<file path="config.mk">
export PLATFORM = sky130hd
export DESIGN_NAME = bar_isqrt
export DESIGN_NICKNAME = d
export VERILOG_FILES = /design/src/design/assert_macros.svh /design/src/design/bar_pkg.sv /design/src/design/bar_isqrt.sv
export SDC_FILE = /design/constraint.sdc
export NUM_CORES = 2
export LEC_CHECK = 0
export CORE_MARGIN = 2
export CORE_UTILIZATION = 35
export DETAILED_ROUTE_END_ITERATION = 8
export DONT_BUFFER_PORTS = 1
export PLACE_DENSITY = 0.53
export SETUP_SLACK_MARGIN = 0.15
export SLEW_MARGIN = 20
export SYNTH_ARGS = -nofsm -noshare
export SYNTH_HDL_FRONTEND = slang
export SYNTH_SLANG_ARGS = --single-unit
</file>
<file path="constraint.sdc">
create_clock -name clk -period 4.1 [get_ports clk]
set_clock_uncertainty 0.2 [all_clocks]
set_input_delay 0.615 -clock clk [delete_from_list [all_inputs] [get_ports clk]]
set_output_delay 0.615 -clock clk [all_outputs]
set_load 0.1 [all_outputs]
</file>
<file path="src/design/assert_macros.svh">
// Assertion helpers shared by the RTL. Both expect clk and rst in scope.
`ifndef ASSERT_MACROS_SVH
`define ASSERT_MACROS_SVH

// Same-cycle implication.
`define BAR_ASSERT_IMP(lbl, ante, cons, msg) \
  lbl: assert property (@(posedge clk) disable iff (rst) (ante) |-> (cons)) \
    else $error(msg);

// Next-cycle implication.
`define BAR_ASSERT_NXT(lbl, ante, cons, msg) \
  lbl: assert property (@(posedge clk) disable iff (rst) (ante) |=> (cons)) \
    else $error(msg);

`endif

</file>
<file path="src/design/bar_pkg.sv">
// ----------------------------------------------------------------------------
// Bond alignment rotation package
// Widths, status codes and shared constants of the rotation pipeline.
// ----------------------------------------------------------------------------
`timescale 1ns / 1ps
`default_nettype none

package bar_pkg;

  // Coordinates and bond vectors
  localparam int COORD_WIDTH   = 32;
  localparam int NUM_IN        = 12;
  localparam int DIFF_W        = COORD_WIDTH + 1;
  localparam int MAG_W         = DIFF_W;
  localparam int SH_W          = 6;

  // Normalized magnitudes and their sum of squares
  localparam int NORM_BITS     = 30;
  localparam int SUMSQ_W       = 2 * NORM_BITS + 2;
  localparam int ROOT_W        = SUMSQ_W / 2;

  // Output format
  localparam int OUT_FRAC_BITS = 30;
  localparam int OUT_W         = 32;
  localparam int NUM_ROT       = 9;

  // Unit components, products and accumulations
  localparam int UNIT_W        = OUT_FRAC_BITS + 2;
  localparam int PROD_W        = 2 * UNIT_W;
  localparam int ACC_W         = PROD_W + 2;

  // Divider widths: 64-bit dividend, 33-bit divisor, 34 quotient bits
  localparam int DVD_W         = PROD_W;
  localparam int DVS_W         = UNIT_W + 1;
  localparam int QUO_W         = 34;

  // Final sum before saturation
  localparam int E_W           = QUO_W + 3;

  // Diagonal positions of the row-major 3x3 matrix
  localparam logic [NUM_ROT-1:0] DIAG_MASK = 9'b100010001;

  typedef enum logic [1:0] {
    ST_OK   = 2'd0,
    ST_ZERO = 2'd1,
    ST_ANTI = 2'd2
  } status_t;

endpackage

`default_nettype wire

</file>
<file path="src/design/bar_isqrt.sv">
// ----------------------------------------------------------------------------
// Pipelined integer square root
// floor(sqrt(rad)), one result bit per register stage, ROOT_W stages.
// ----------------------------------------------------------------------------
`timescale 1ns / 1ps
`default_nettype none

module bar_isqrt (
  input  logic                        clk,
  input  logic                        en,
  input  logic [bar_pkg::SUMSQ_W-1:0] rad,
  output logic [bar_pkg::ROOT_W-1:0]  root
);
  import bar_pkg::*;

  localparam int REM_W = ROOT_W + 2;

  logic [REM_W-1:0]   rem_q  [1:ROOT_W];
  logic [ROOT_W-1:0]  root_q [1:ROOT_W];
  logic [SUMSQ_W-1:0] rad_q  [1:ROOT_W];

  for (genvar j = 1; j <= ROOT_W; j++) begin : g_st
    logic [REM_W-1:0]   rp;
    logic [ROOT_W-1:0]  qp;
    logic [SUMSQ_W-1:0] np;
    logic [REM_W+1:0]   trial;
    logic [REM_W+1:0]   test;
    logic               ge;

    if (j == 1) begin : g_in
      assign rp = '0;
      assign qp = '0;
      assign np = rad;
    end else begin : g_mid
      assign rp = rem_q[j-1];
      assign qp = root_q[j-1];
      assign np = rad_q[j-1];
    end

    // Bring down the next pair of radicand bits and try 4*root+1
    always_comb begin
      trial = {rp, np[2*(ROOT_W-j)+1 -: 2]};
      test  = (REM_W+2)'({qp, 2'b01});
      ge    = (trial >= test);
    end

    always_ff @(posedge clk) begin
      if (en) begin
        rem_q[j]  <= ge ? REM_W'(trial - test) : REM_W'(trial);
        root_q[j] <= {qp[ROOT_W-2:0], ge};
        rad_q[j]  <= np;
      end
    end
  end

  assign root = root_q[ROOT_W];

endmodule

`default_nettype wire

</file>
======== Word-level counts from Yosys, hierarchy flattened ========
Memories as Yosys holds them, arrays and structs flattened.
Cells that the tools add are included.
cells by class
  muxes and demuxes ....................... 33
  magnitude comparators ................... 31
  add/subtract/negate cells ............... 31
operators with widths
  operator                                              count
  >= comparator 35 x 33 -> 1 bit                        30
  2-to-1 mux 33 bit                                     31
  subtractor 33 bit                                     30
  subtractor 2 x 1 -> 3 bit (second input constant)     1
  >= comparator 2 x 1 -> 1 bit (second input constant)  1
  2-to-1 mux 1 bit                                      2
word-level totals
  memory bits (writable) .................. 3906
  output and inout port bits .............. 31
  input bits .............................. 64
  memories kept ........................... 3
  register bits ........................... 0
memory list
  name    words  width  rd ports  clocked after memory_dff  wr ports  RTL line         RTL
  rad_q   31     62     30        0                         31        bar_isqrt.sv:20  logic [SUMSQ_W-1:0] rad_q [1:ROOT_W];
  rem_q   31     33     30        0                         31        bar_isqrt.sv:18  logic [REM_W-1:0] rem_q [1:ROOT_W];
  root_q  31     31     31        0                         31        bar_isqrt.sv:19  logic [ROOT_W-1:0] root_q [1:ROOT_W];

======== Longest topological paths before layout ========
An unclocked memory read counts as a cell.
  depth in word-level cells ............... 3
  depth in mapped cells ................... 14

======== Worst setup path after synthesis ========
No wires, ideal clock.
  path type ............................... register to register
  start point ............................. reg rem_q[1][363] (netlist name)
  end point ............................... reg rem_q[1][398] (netlist name)
  path buffers ............................ 2
  period minus slack after synthesis ...... 3739 ps
  data arrival time ....................... 3268 ps
  stages on the path, launching flop included .. 12
  path slack .............................. 361 ps
  cell sequence ........................... edfxtp_1 > ha_1 > o21ai_0 > a211oi_1 > a221oi_1 > o2111ai_1 > a31oi_1 > o21a_1 > o21ai_1 > clkbuf_1 > clkbuf_1 > a21oi_1

==> run_results.csv <==
group,metric,value,unit
logic_synthesis,ys_seq_area_share,64.7,%
floorplanning,rows,205,
logic_synthesis,syn_avg_cell_area,13.0,um^2
clocking,insertion_delay,0.89,ns
floorplanning,pin_count,95,
place,portBuffers,0,
layout,nets,9405,
layout,drive_gt1_share,7.97,%
drt,vias,65900,
worst_setup_path,r2r_start,"root_q[1][373]",
logic_synthesis,ys_seq_elements,2368,
layout,final_common_cell,"edfxtp_1",
global_routing,grt_pass1_vias,65500,
power_and_ir_drop,cellPowerDensity,558,nW/um^2
place,place_ws,0.0218,ns
worst_setup_path,end_kind,"flip-flop",
drt,ant_nets,0,
worst_hold_path,min_to,"rad_q[0][409]",
worst_setup_path,r2r_slack,0.25,ns
worst_setup_path,rr_worst_depth,12,
timing,fin_crit,3.85,ns
floorplanning,die_y,564,um
place,dp_hpwl,172000,um
job,cap_violations,0,
outcome,status,"complete, no violations",
clocking,clkSinkCount,2368,
logic_synthesis,synthArstFlopShare,0,%
timing,fmax,260,MHz
logic_synthesis,synthesis.nets,9056,
timing,hold_violations,0,
power_and_ir_drop,peakVddDrop,0.347,mV
drt,drt-initial-drc-count,4533,
floorplanning,die_x,564,um
power_and_ir_drop,total_power,70.3,mW
place,gp_congestion,0.856,
worst_setup_path,required,4.51,ns
timing,report.final.slew_viol_count,0,
layout,syn_to_final_growth,14.6,%
worst_setup_path,r2r_end,"rem_q[1][461]",
clocking,cts_buffers,274,
logic_synthesis,ys_warn_count,0,
timing,finalCritPeriodShare,93.9,%
worst_hold_path,min-delay-start,"en",
logic_synthesis,ys_types,89,
clocking,cts.path.max_buffers,4,
timing,rsz0062_at_grt,"true",
timing,worst_pin_slew,1.02,ns
logic_synthesis,syn-cell-area,110000,um^2
floorplanning,core-area,312000,um^2
timing,setup_slack,0.251,ns
drt,remaining_drc_errors,0,
worst_setup_path,critPathArrivalTime,4.26,ns
clocking,htreeDepth,5,
global_routing,grt_max_degree,139,
clocking,cts_tree,"done",
timing,fin_setup_tns,0,ns
floorplanning,initial_core_util,35.2,%
place,place_area,116000,um^2
global_routing,grt_overflow,0,
layout,finish.instance_area,126000,um^2
logic_synthesis,ys.flop_type,"edfxtp_1",
logic_synthesis,synth_cells,8464,
global_routing,antenna_found_initial,4,
worst_hold_path,worstHoldPathCells,1,
drt,via_per_inst,5.01,
global_routing,grt_use_total,14.6,%
worst_hold_path,hold_path_class,"input pin to flip-flop",
floorplanning,design.die.area,318000,um^2
worst_setup_path,crit_fanout,5,
logic_synthesis,synth_edf_count,2368,
timing,holdWs,0.134,ns
worst_setup_path,crit_path_start_kind,"flip-flop",
timing,setup_viol,0,
power_and_ir_drop,power.leakage,47.6,nW
drt,firstDrtPassIters,6,
clocking,path_clk_slew,0.06,ns
clocking,cts_root_buffer,"clkbuf_16",
layout,mostFrequentLayoutCells,"edfxtp_1 (2368), inv_1 (663), nand2_1 (562)",
drt,postRouteWirelength,238000,um
timing,relSlewSlack,30.9,%
drt,routedWlPerCell,18.1,um
worst_setup_path,worstSetupPathType,"flip-flop to flip-flop",
global_routing,grt_pass1_wl,370000,um
-- cell type report --
cell class | count | area (um^2)
antenna | 1 | 2.50
clock buffer | 328 | 7210
clock inverter | 159 | 1560
fill | 29100 | 186000
inverter | 672 | 2520
multi-input combinational | 5269 | 36000
sequential | 2368 | 71100
tap | 4140 | 5180
timing repair buffer | 228 | 2350
-- registers in the layout, indices dropped and copies added (netlist names) --
signal	flops
rad_q	930
root_q	496
rem_q	942
-- through the flow --
step           util (%)  cells
4_1_cts            40.3  13200
3_5_place_dp       37.2  12600
5_1_grt            40.4  13200
6_report           40.4  13200
3_3_place_gp       37.2  12600
2_1_floorplan         -   8464
-- synthesized netlist by cell type (113+ instances only) --
master / number / share of area (%)
a21oi_1: 541 / 2.5
nor3_1: 203 / 0.92
xnor2_1: 394 / 3.1
xor2_1: 375 / 3.0
inv_1: 663 / 2.3
a21o_1: 220 / 1.5
nand2_1: 562 / 1.9
ha_1: 528 / 6.0
o21ai_0: 353 / 1.6
nand2b_1: 113 / 0.64
nor2_1: 516 / 1.8
edfxtp_1: 2368 / 65
clkbuf_1: 141 / 0.48
nand3_1: 154 / 0.70
-- where the power goes --
| part | switching, mW | leakage, nW | internal [mW] | total [mW] |
|---|---|---|---|---|
| sequential | 2.27 | 22.8 | 30.5 | 32.8 |
| combinational | 7.85 | 20.5 | 5.77 | 13.6 |
| clock | 9.86 | 4.28 | 14.0 | 23.9 |
-- worst max path at each step --
stage                   startpoint             to  cells after the start
finish              root_q[1][373]  rem_q[1][461]                     12
global route        root_q[1][126]  rem_q[1][191]                     12
CTS                  rem_q[0][251]  rem_q[0][294]                     10
detailed placement  root_q[1][342]  rem_q[1][416]                     11
global placement    root_q[1][342]  rem_q[1][403]                     11
floorplan            rem_q[1][363]  rem_q[1][398]                     11
-- kinds of logic (layout without fill, tap and decap cells) --
kind of cell / after synthesis / in the layout / synth area share (%)
AOI/OAI and AO/OA: 1684 / 1685 / 9.47
xor gates and xnor gates: 769 / 769 / 6.13
adders and majority gates: 528 / 528 / 6.01
buffers and inverters: 828 / 1387 / 2.84
DFF: 2368 / 2368 / 64.7
muxes: 99 / 99 / 0.995
other: 1 / 2 / 0.00341
and+or+nand+nor: 2187 / 2187 / 9.85
-- per-layer routing --
metal  global-route usage [%]  part of all wire [%]
met1                     18.7                    43
met2                     25.7                    50
met3                     1.82                   3.9
met4                     4.28                   2.6
met5                        0                     0
-- critical path: stages (launching register included) --
cell and delay [ns]:
edfxtp_1 0.47, inv_1 0.07, ha_1 0.35, o21a_1 0.13
o31a_1 0.20, o21ai_0 0.18, o41ai_1 0.86, a31oi_1 0.26
o21bai_1 0.22, a21oi_1 0.15, o2111ai_1 0.24, nor3_1 0.07
a21o_1 0.16
-- timing repair --
action / 4_1_cts / 5_1_grt
buffers inserted: 0 / 10
cloned: 0 / 1
setup endpoints to repair: 37 / 157
pin swaps: 0 / 8
endpoints found under the hold margin: 63 / 0
hold buffers: 63 / 0
resized for setup: 6 / 42
No activity file was read; power rests on OpenSTA's default activity.
